--- config.mk ---
export PLATFORM = sky130hd
export DESIGN_NAME = led_dimmer_gamma_fade_flat
export DESIGN_NICKNAME = d
export VERILOG_FILES = /design/src/hw/rtl/ldgf_pkg.sv /design/src/hw/rtl/ldgf_cmd_if.sv /design/src/hw/rtl/ldgf_res_if.sv /design/src/hw/rtl/led_dimmer_gamma_fade.sv /design/src/hw/rtl/ldgf_ctrl.sv /design/src/hw/rtl/ldgf_dp.sv /design/src/flat_wrapper.sv
export SDC_FILE = /design/constraint.sdc
export NUM_CORES = 1
export LEC_CHECK = 0
export BUFFER_PORTS_ARGS = -buffer_cell sky130_fd_sc_hd__buf_4
export CAP_MARGIN = 20
export CORE_UTILIZATION = 35
export CTS_CLUSTER_SIZE = 25
export DETAILED_ROUTE_END_ITERATION = 7
export GPL_ROUTABILITY_DRIVEN = 0
export PLACE_DENSITY = 0.5
export RECOVER_POWER = 25
export SLEW_MARGIN = 20
export SYNTH_ARGS = -nofsm -noshare
export SYNTH_HDL_FRONTEND = slang
export SYNTH_SLANG_ARGS = --single-unit
--- constraint.sdc ---
create_clock -name i_clk -period 8.8 [get_ports i_clk]
set_input_delay 0 -clock i_clk [delete_from_list [all_inputs] [get_ports i_clk]]
set_output_delay 0 -clock i_clk [all_outputs]
set_load 0.01 [all_outputs]
--- src/hw/rtl/ldgf_pkg.sv ---
package ldgf_pkg;

    localparam int LEVEL_W           = 8;
    localparam int DUR_FIELD_W       = 24;
    localparam int DURATION_BITS_DEF = 24;

    typedef enum logic [2:0] {
        OP_SET      = 3'd0,
        OP_ON       = 3'd1,
        OP_OFF      = 3'd2,
        OP_TOGGLE   = 3'd3,
        OP_INCREASE = 3'd4,
        OP_DECREASE = 3'd5,
        OP_FADE_TO  = 3'd6,
        OP_TICK     = 3'd7
    } t_op;

    typedef enum logic [2:0] {
        ST_IDLE,
        ST_DECODE,
        ST_MUL,
        ST_DIV,
        ST_FIN
    } t_ctrl_state;

    // controller -> datapath
    typedef struct packed {
        logic load;
        logic mul;
        logic div_step;
        logic commit;
    } t_dp_cmd;

    // datapath -> controller
    typedef struct packed {
        logic tick_mid;
        logic div_last;
        logic out_free;
    } t_dp_sts;

    typedef logic [255:0][LEVEL_W-1:0] t_gamma;

    // round(255 * (i/255)^2.2), found by exact integer comparison:
    // gamma(i) > v exactly when 1024 * i^22 >= (2v+1)^10 * 255^12
    function automatic t_gamma gamma_table();
        t_gamma      tbl;
        logic [191:0] lhs;
        logic [191:0] rhs;
        logic [191:0] base12;
        int unsigned v;
        logic        done;
        base12 = 192'd1;
        for (int k = 0; k < 12; k++) base12 = base12 * 192'd255;
        v = 0;
        for (int i = 0; i < 256; i++) begin
            lhs = 192'd1024;
            for (int k = 0; k < 22; k++) lhs = lhs * 192'(i);
            done = 1'b0;
            while (!done && v < 255) begin
                rhs = base12;
                for (int k = 0; k < 10; k++) rhs = rhs * 192'(2 * v + 1);
                if (lhs >= rhs) begin
                    v++;
                end else begin
                    done = 1'b1;
                end
            end
            tbl[i] = LEVEL_W'(v);
        end
        return tbl;
    endfunction

    localparam t_gamma GAMMA_ROM = gamma_table();

endpackage

--- src/hw/rtl/ldgf_cmd_if.sv ---
interface ldgf_cmd_if import ldgf_pkg::*; ();
    logic                   valid;
    logic                   ready;
    t_op                    op;
    logic [LEVEL_W-1:0]     value;
    logic [DUR_FIELD_W-1:0] duration;

    modport source (output valid, op, value, duration, input ready);
    modport sink   (input valid, op, value, duration, output ready);
endinterface

--- src/hw/rtl/ldgf_res_if.sv ---
interface ldgf_res_if import ldgf_pkg::*; ();
    logic               valid;
    logic               ready;
    logic [LEVEL_W-1:0] duty;
    logic [LEVEL_W-1:0] brightness;
    logic               is_lit;
    logic               is_fading;

    modport source (output valid, duty, brightness, is_lit, is_fading, input ready);
    modport sink   (input valid, duty, brightness, is_lit, is_fading, output ready);
endinterface

--- src/hw/rtl/led_dimmer_gamma_fade.sv ---
// Sequence: an accepted request goes through decode and then finish, where it
//   commits once the result slot is free; a tick in mid-fade adds one multiply
//   and 8 restoring divide steps. A new request is taken only after the last
//   has committed; the 8-step serial divide makes a mid-fade tick the slower case.
// Reset: synchronous, active low; level, lamp and fade state clear to zero.
//   The gamma table is constant logic and needs no fill after reset.
module led_dimmer_gamma_fade import ldgf_pkg::*; #(
    parameter int DURATION_BITS = DURATION_BITS_DEF
) (
    input  logic       i_clk,
    input  logic       i_rst_n,
    ldgf_cmd_if.sink   i_cmd,
    ldgf_res_if.source o_res
);

    t_dp_cmd dp_cmd;
    t_dp_sts dp_sts;

    // Sequence each request: latch it, decide whether a fade step needs the
    // divider, run the multiply and divide, then commit once the result slot
    // is free. The next request is taken while a result still waits.
    ldgf_ctrl u_ctrl (
        .i_clk      (i_clk),
        .i_rst_n    (i_rst_n),
        .i_in_valid (i_cmd.valid),
        .o_in_ready (i_cmd.ready),
        .i_sts      (dp_sts),
        .o_cmd      (dp_cmd)
    );

    // Hold lamp and fade state, interpolate the fade level, look up the
    // gamma-corrected duty and keep the result register.
    ldgf_dp #(
        .DURATION_BITS (DURATION_BITS)
    ) u_dp (
        .i_clk        (i_clk),
        .i_rst_n      (i_rst_n),
        .i_cmd        (dp_cmd),
        .o_sts        (dp_sts),
        .i_op         (i_cmd.op),
        .i_value      (i_cmd.value),
        .i_duration   (i_cmd.duration),
        .i_out_ready  (o_res.ready),
        .o_out_valid  (o_res.valid),
        .o_duty       (o_res.duty),
        .o_brightness (o_res.brightness),
        .o_is_lit     (o_res.is_lit),
        .o_is_fading  (o_res.is_fading)
    );

endmodule

--- src/hw/rtl/ldgf_ctrl.sv ---
module ldgf_ctrl import ldgf_pkg::*; (
    input  logic    i_clk,
    input  logic    i_rst_n,
    input  logic    i_in_valid,
    output logic    o_in_ready,
    input  t_dp_sts i_sts,
    output t_dp_cmd o_cmd
);

    t_ctrl_state r_state;
    t_ctrl_state n_state;

    always_ff @(posedge i_clk) begin
        if (!i_rst_n) begin
            r_state <= ST_IDLE;
        end else begin
            r_state <= n_state;
        end
    end

    always_comb begin
        n_state = r_state;
        unique case (r_state)
            ST_IDLE: begin
                if (i_in_valid) n_state = ST_DECODE;
            end
            ST_DECODE: begin
                n_state = i_sts.tick_mid ? ST_MUL : ST_FIN;
            end
            ST_MUL: begin
                n_state = ST_DIV;
            end
            ST_DIV: begin
                if (i_sts.div_last) n_state = ST_FIN;
            end
            ST_FIN: begin
                if (i_sts.out_free) n_state = ST_IDLE;
            end
            default: n_state = ST_IDLE;
        endcase
    end

    always_comb begin
        o_in_ready     = 1'b0;
        o_cmd          = '0;
        unique case (r_state)
            ST_IDLE: begin
                o_in_ready = 1'b1;
                o_cmd.load = i_in_valid;
            end
            ST_DECODE: ;
            ST_MUL: begin
                o_cmd.mul = 1'b1;
            end
            ST_DIV: begin
                o_cmd.div_step = 1'b1;
            end
            ST_FIN: begin
                o_cmd.commit = i_sts.out_free;
            end
            default: ;
        endcase
    end

    a_load_decode: assert property (@(posedge i_clk) disable iff (!i_rst_n)
        o_cmd.load |=> r_state == ST_DECODE)
        else $error("accepted request did not reach decode");

    a_mul_div: assert property (@(posedge i_clk) disable iff (!i_rst_n)
        o_cmd.mul |=> o_cmd.div_step)
        else $error("multiply not followed by divide");

    a_div_fin: assert property (@(posedge i_clk) disable iff (!i_rst_n)
        (o_cmd.div_step && i_sts.div_last) |=> r_state == ST_FIN)
        else $error("divide did not finish after last bit");

endmodule

--- src/hw/rtl/ldgf_dp.sv ---
module ldgf_dp import ldgf_pkg::*; #(
    parameter int DURATION_BITS = DURATION_BITS_DEF
) (
    input  logic                   i_clk,
    input  logic                   i_rst_n,
    input  t_dp_cmd                i_cmd,
    output t_dp_sts                o_sts,
    input  t_op                    i_op,
    input  logic [LEVEL_W-1:0]     i_value,
    input  logic [DUR_FIELD_W-1:0] i_duration,
    input  logic                   i_out_ready,
    output logic                   o_out_valid,
    output logic [LEVEL_W-1:0]     o_duty,
    output logic [LEVEL_W-1:0]     o_brightness,
    output logic                   o_is_lit,
    output logic                   o_is_fading
);

    localparam int NumW  = DURATION_BITS + LEVEL_W;
    localparam int WideW = (DURATION_BITS > DUR_FIELD_W) ? DURATION_BITS : DUR_FIELD_W;

    // latched request
    t_op                      r_op;
    logic [LEVEL_W-1:0]       r_val;
    logic [DURATION_BITS-1:0] r_dur;

    // lamp and fade state
    logic [LEVEL_W-1:0]       r_level,        n_level;
    logic                     r_lamp_on,      n_lamp_on;
    logic                     r_fade_active,  n_fade_active;
    logic [LEVEL_W-1:0]       r_fade_from,    n_fade_from;
    logic [LEVEL_W-1:0]       r_fade_goal,    n_fade_goal;
    logic [DURATION_BITS-1:0] r_fade_elapsed, n_fade_elapsed;
    logic [DURATION_BITS-1:0] r_fade_length,  n_fade_length;

    // serial divide
    logic [NumW-1:0]          r_num;
    logic [LEVEL_W-1:0]       r_quot;
    logic [2:0]               r_bit;

    // result register
    logic                     r_out_valid;
    logic [LEVEL_W-1:0]       r_duty;
    logic [LEVEL_W-1:0]       r_bright;
    logic                     r_lit;
    logic                     r_fading;

    logic [WideW-1:0]         dur_wide;
    logic [DURATION_BITS-1:0] elapsed_inc;
    logic                     fade_up;
    logic [LEVEL_W-1:0]       fade_span;
    logic                     tick_mid;
    logic [NumW-1:0]          product;
    logic [NumW-1:0]          divisor_sh;
    logic                     trial_ok;
    logic [LEVEL_W-1:0]       quot_up;
    logic [LEVEL_W:0]         inc_sum;
    logic                     do_set;
    logic [LEVEL_W-1:0]       set_lvl;
    logic [LEVEL_W-1:0]       n_duty;

    assign dur_wide    = WideW'(i_duration);
    assign elapsed_inc = r_fade_elapsed + DURATION_BITS'(1);
    assign fade_up     = r_fade_goal >= r_fade_from;
    assign fade_span   = fade_up ? (r_fade_goal - r_fade_from) : (r_fade_from - r_fade_goal);
    assign tick_mid    = r_fade_active && (elapsed_inc < r_fade_length);
    assign product     = NumW'(fade_span) * NumW'(elapsed_inc);
    assign divisor_sh  = NumW'(r_fade_length) << r_bit;
    assign trial_ok    = r_num >= divisor_sh;
    // round toward the goal value when fading down
    assign quot_up     = r_quot + LEVEL_W'(r_num != '0);
    assign inc_sum     = {1'b0, r_level} + {1'b0, r_val};

    // only a tick in mid-fade needs the divider
    assign o_sts.tick_mid = tick_mid && (r_op == OP_TICK);
    assign o_sts.div_last = r_bit == 3'd0;
    assign o_sts.out_free = !r_out_valid || i_out_ready;

    always_comb begin
        n_level        = r_level;
        n_lamp_on      = r_lamp_on;
        n_fade_active  = r_fade_active;
        n_fade_from    = r_fade_from;
        n_fade_goal    = r_fade_goal;
        n_fade_elapsed = r_fade_elapsed;
        n_fade_length  = r_fade_length;
        do_set         = 1'b0;
        set_lvl        = r_val;
        unique case (r_op)
            OP_SET: begin
                do_set = 1'b1;
            end
            OP_ON: begin
                n_fade_active = 1'b0;
                n_lamp_on     = 1'b1;
            end
            OP_OFF: begin
                n_fade_active = 1'b0;
                n_lamp_on     = 1'b0;
            end
            OP_TOGGLE: begin
                n_fade_active = 1'b0;
                n_lamp_on     = !r_lamp_on;
            end
            OP_INCREASE: begin
                do_set  = 1'b1;
                set_lvl = inc_sum[LEVEL_W] ? '1 : inc_sum[LEVEL_W-1:0];
            end
            OP_DECREASE: begin
                do_set  = 1'b1;
                set_lvl = (r_val > r_level) ? '0 : (r_level - r_val);
            end
            OP_FADE_TO: begin
                if (r_val != r_level) begin
                    if (r_dur == '0) begin
                        do_set = 1'b1;
                    end else begin
                        n_fade_from    = r_level;
                        n_fade_goal    = r_val;
                        n_fade_elapsed = '0;
                        n_fade_length  = r_dur;
                        n_fade_active  = 1'b1;
                        if (r_val != '0) n_lamp_on = 1'b1;
                    end
                end
            end
            OP_TICK: begin
                if (r_fade_active) begin
                    n_fade_elapsed = elapsed_inc;
                    if (!tick_mid) begin
                        do_set  = 1'b1;
                        set_lvl = r_fade_goal;
                    end else if (fade_up) begin
                        n_level = r_fade_from + r_quot;
                    end else begin
                        n_level = r_fade_from - quot_up;
                    end
                end
            end
            default: ;
        endcase
        if (do_set) begin
            n_fade_active = 1'b0;
            n_level       = set_lvl;
            n_lamp_on     = set_lvl != '0;
        end
    end

    assign n_duty = n_lamp_on ? GAMMA_ROM[n_level] : '0;

    always_ff @(posedge i_clk) begin
        if (!i_rst_n) begin
            r_level        <= '0;
            r_lamp_on      <= 1'b0;
            r_fade_active  <= 1'b0;
            r_fade_from    <= '0;
            r_fade_goal    <= '0;
            r_fade_elapsed <= '0;
            r_fade_length  <= '0;
            r_out_valid    <= 1'b0;
        end else begin
            if (i_cmd.commit) begin
                r_level        <= n_level;
                r_lamp_on      <= n_lamp_on;
                r_fade_active  <= n_fade_active;
                r_fade_from    <= n_fade_from;
                r_fade_goal    <= n_fade_goal;
                r_fade_elapsed <= n_fade_elapsed;
                r_fade_length  <= n_fade_length;
                r_out_valid    <= 1'b1;
            end else if (i_out_ready) begin
                r_out_valid    <= 1'b0;
            end
        end
    end

    always_ff @(posedge i_clk) begin
        if (i_cmd.load) begin
            r_op  <= i_op;
            r_val <= i_value;
            r_dur <= dur_wide[DURATION_BITS-1:0];
        end
        if (i_cmd.mul) begin
            r_num  <= product;
            r_quot <= '0;
            r_bit  <= 3'd7;
        end else if (i_cmd.div_step) begin
            if (trial_ok) begin
                r_num         <= r_num - divisor_sh;
                r_quot[r_bit] <= 1'b1;
            end
            r_bit <= r_bit - 3'd1;
        end
        if (i_cmd.commit) begin
            r_duty   <= n_duty;
            r_bright <= n_level;
            r_lit    <= n_lamp_on;
            r_fading <= n_fade_active;
        end
    end

    assign o_out_valid  = r_out_valid;
    assign o_duty       = r_duty;
    assign o_brightness = r_bright;
    assign o_is_lit     = r_lit;
    assign o_is_fading  = r_fading;

    a_commit_free: assert property (@(posedge i_clk) disable iff (!i_rst_n)
        i_cmd.commit |-> (!r_out_valid || i_out_ready))
        else $error("result overwritten before it was taken");

    a_result_state: assert property (@(posedge i_clk) disable iff (!i_rst_n)
        i_cmd.commit |=> (r_out_valid && r_bright == r_level && r_lit == r_lamp_on
                          && r_fading == r_fade_active))
        else $error("result does not match committed state");

    a_dark_duty: assert property (@(posedge i_clk) disable iff (!i_rst_n)
        (r_out_valid && !r_lit) |-> r_duty == '0)
        else $error("duty nonzero with lamp off");

    a_elapsed_bound: assert property (@(posedge i_clk) disable iff (!i_rst_n)
        r_fade_active |-> r_fade_elapsed < r_fade_length)
        else $error("fade elapsed reached length while fading");

endmodule
--- src/flat_wrapper.sv ---
// flat-port wrapper written by rule: the top's interface ports become plain ports
module led_dimmer_gamma_fade_flat import ldgf_pkg::*;
#(
    parameter int DURATION_BITS = DURATION_BITS_DEF
)
  (i_clk, i_rst_n, i_cmd_valid, i_cmd_op, i_cmd_value, i_cmd_duration, i_cmd_ready, o_res_valid, o_res_duty, o_res_brightness, o_res_is_lit, o_res_is_fading, o_res_ready);
  ldgf_cmd_if i_cmd_i ();
  ldgf_res_if o_res_i ();
  input  logic i_clk;
  input  logic i_rst_n;
  input wire logic [$bits(i_cmd_i.valid)-1:0] i_cmd_valid;
  input wire logic [$bits(i_cmd_i.op)-1:0] i_cmd_op;
  input wire logic [$bits(i_cmd_i.value)-1:0] i_cmd_value;
  input wire logic [$bits(i_cmd_i.duration)-1:0] i_cmd_duration;
  output wire logic [$bits(i_cmd_i.ready)-1:0] i_cmd_ready;
  output wire logic [$bits(o_res_i.valid)-1:0] o_res_valid;
  output wire logic [$bits(o_res_i.duty)-1:0] o_res_duty;
  output wire logic [$bits(o_res_i.brightness)-1:0] o_res_brightness;
  output wire logic [$bits(o_res_i.is_lit)-1:0] o_res_is_lit;
  output wire logic [$bits(o_res_i.is_fading)-1:0] o_res_is_fading;
  input wire logic [$bits(o_res_i.ready)-1:0] o_res_ready;
  assign i_cmd_i.valid = i_cmd_valid;
  assign i_cmd_i.op = i_cmd_op;
  assign i_cmd_i.value = i_cmd_value;
  assign i_cmd_i.duration = i_cmd_duration;
  assign i_cmd_ready = i_cmd_i.ready;
  assign o_res_valid = o_res_i.valid;
  assign o_res_duty = o_res_i.duty;
  assign o_res_brightness = o_res_i.brightness;
  assign o_res_is_lit = o_res_i.is_lit;
  assign o_res_is_fading = o_res_i.is_fading;
  assign o_res_i.ready = o_res_ready;
  led_dimmer_gamma_fade #(.DURATION_BITS(DURATION_BITS)) u_core (.i_clk(i_clk), .i_rst_n(i_rst_n), .i_cmd(i_cmd_i), .o_res(o_res_i));
endmodule
==> metrics.cfg <==
[status]
outcome = finished with violations
violations = capacitance limit, slew limit

[worst_setup_path]
crit_type = flip-flop to flip-flop
critPathSlowestCell = fa_1
path_max_fanout = 18
crit_path_max_incr_delay_ns = 0.54
cp.arrival_ns = 8.59
path_common_cell = fa_1
worst-endpoint-required_ns = 9.05
cp-start-kind = flip-flop
endpoint_kind = flip-flop

[placement]
dp.cells = 3144
dp_hpwl_mm = 49.5
place_ws_ns = 0.342
io_buffers = 58

[drt]
antenna_left = 0
drt_iter0_drc = 1386
via_count = 17400
dr.pass1.iters = 5
drt-vias-per-instance = 5.42
drc = 0
routedWlPerCell_um = 19.6
wl_mm = 63.1

[hold_path]
hp-class = input port to flip-flop

[clock_tree]
cts.clk_slew.worst_paths_ns = 0.09
clkLatencyLatePin_ns = 0.51
root_buffer = clkbuf_16
htreeDepth = 4
cts_buffer_depth = 2
numCtsBuffers = 17
cts.sinks = 174
cts_tree = yes
cts_setup_buffers = 0

[final_layout]
antenna_cells = 0
area_growth_pct = 11.4
drive_above_1_share = 0.0753
stdcell_count = 3213
nNetsFinal = 2797

[pwr]
vdd.ir_drop.worst_uv = 156
powerDensity_nw_per_um2 = 91.9
total_leakage_power_uw = 0.00947
finalPower_uw = 2040

[die]
die-height_um = 241
core_sq_um = 56400
start_util = 0.354
die_w_um = 241
io_pins = 59
rows = 87
dieArea_sq_um = 58000

[global_route]
grt_max_degree = 78
grt_use_total = 0.224
overflow = 0
grt_pass1_vias = 17400
grt_pass1_wl_mm = 99.2
grt_antenna_before_repair = 0

[synth]
syn_avg_cell_area_sq_um = 8.38
syn_area_sq_um = 20000
synth-edff-count = 85
yosysWarningCount = 0
synth-async-reset-ratio = 0
yosysUniqueCellTypes = 99
yosysMostFrequentCell = nor2_1
seq_area_frac_synth = 0.217
ys_ff_latch = 174
synth_area_leaders = fa_1 (14%), edfxtp_1 (13%), ha_1 (11%), dfxtp_1 (8.9%), nor2_1 (5.2%)
synth_top_area_cell = fa_1
synth.top_cells.by_count = nor2_1 (275), inv_1 (274), nand2_1 (246)
synthFlopType = dfxtp_1
yosys.area.top_type_share = 0.140
synth_nets = 2733
syn_inst = 2380

[sta]
final.setup.worst_slack_ns = 0.465
final_max_slew_viol_count = 73
worst_slew_pin_slew_ns = 1.94
finalCritPeriodShare = 0.947
max_clock_freq_ghz = 0.120
whs_ns = 0.0736
setup_viol = 0
rsz0062_at_grt = no
relSlewSlack = -0.295
timing_hold_violations_final = 0
fin_crit_ns = 8.34
skew_ns = 0.0174
final.setup.tns_ns = 0

[flow_run]
cap_viol_max_count = 2

path summary, 6_finish.rpt:
path	depth (start not counted)	start	slack (ns)	to
max	33	u_core.u_dp.r_fade_goal[0]	0.46	u_core.u_dp.r_num[31]
min	2	i_rst_n	0.07	u_core.u_dp.o_out_valid
max reg2reg	33	u_core.u_dp.r_fade_goal[0]	0.46	u_core.u_dp.r_num[31]
min reg2reg	2	u_core.u_dp.r_fade_goal[3]	0.49	u_core.u_dp.r_fade_goal[3]
flip-flops by register name (all words and copies together), names as in the netlist:
| signal | count |
|---|---|
| u_core.u_dp.r_fade_elapsed | 24 |
| u_core.u_dp.o_duty | 8 |
| u_core.u_ctrl.r_state | 3 |
| u_core.u_dp.o_brightness | 8 |
| u_core.u_dp.r_quot | 8 |
| u_core.u_dp.r_bit | 3 |
| u_core.u_dp.r_dur | 24 |
| u_core.u_dp.r_level | 8 |
| u_core.u_dp.r_lamp_on | 1 |
| u_core.u_dp.o_is_fading | 1 |
| u_core.u_dp.r_fade_active | 1 |
| u_core.u_dp.r_val | 8 |
| u_core.u_dp.o_is_lit | 1 |
| u_core.u_dp.r_fade_length | 24 |
| u_core.u_dp.o_out_valid | 1 |
| u_core.u_dp.r_op | 3 |
| u_core.u_dp.r_fade_from | 8 |
| u_core.u_dp.r_fade_goal | 8 |
| u_core.u_dp.r_num | 32 |
what timing repair did:
item	CTS	global route
setup endpoints to repair	0	3
endpoints found under the hold margin	38	0
hold buffers	37	0
gates resized for setup	0	2
cells in the final DEF, fill, tap and decap left out, types with 29 or more instances in the layout:
cell type / instances
a21boi_0: 54
a21o_1: 34
a21oi_1: 122
and3_1: 29
buf_4: 52
clkbuf_4: 35
dfxtp_1: 89
dlygate4sd3_1: 37
edfxtp_1: 85
fa_1: 140
ha_1: 174
inv_1: 274
mux2i_1: 51
nand2_1: 246
nand2b_1: 39
nand3_1: 40
nor2_1: 273
nor3_1: 34
o21ai_0: 101
xnor2_1: 54
xor2_1: 37
where the power goes:
group	leakage [uW]	switching, uW	internal (uW)	total (uW)
sequential	0.00151	17.6	867	885
combinational	0.00766	212	127	339
clock	0.000303	427	391	818
total	0.00947	657	1380	2040
layout make-up:
type	count	area, sq um
Sequential cell	174	4330
Multi-Input combinational cell	1822	14100
Inverter	282	1060
Tap cell	756	946
Clock inverter	15	209
Fill cell	5892	34200
Clock buffer	17	425
Timing Repair Buffer	147	1120
critical path: cells and delay by family (launching register included):
family,cells,cell delay (ns)
buf+inv,7,0.92
mux,2,0.28
simple gates,4,0.36
xor+xnor,2,0.38
fa+ha+maj,7,2.98
flops,1,0.33
compound gates,11,2.78
cells by family (layout without fill, tap and decap cells):
| kind of cell | Yosys count | in the layout | synth area share |
|---|---|---|---|
| and+or+nand+nor | 805 | 805 | 0.186 |
| AOI/OAI and AO/OA | 540 | 540 | 0.185 |
| buffers and inverters | 384 | 461 | 0.0765 |
| adders and majority gates | 314 | 314 | 0.250 |
| DFF | 174 | 174 | 0.217 |
| xor gates and xnor gates | 95 | 95 | 0.0425 |
| muxes | 68 | 68 | 0.0427 |
stage by stage:
stage | area, sq um | utilization
floorplan | 20000 | -
global placement | 21300 | 0.378
detailed placement | 21300 | 0.378
CTS | 22300 | 0.395
global route | 22200 | 0.394
finish | 22200 | 0.394
layer usage:
layer  GRT usage  up-vias  part of all wire
li1            -     8316                 -
met1       0.291     8487              0.44
met2       0.377      507              0.48
met3      0.0315      103             0.045
met4      0.0836        0             0.031
met5           0        -                 0
No activity file was read; power rests on OpenSTA's default activity.
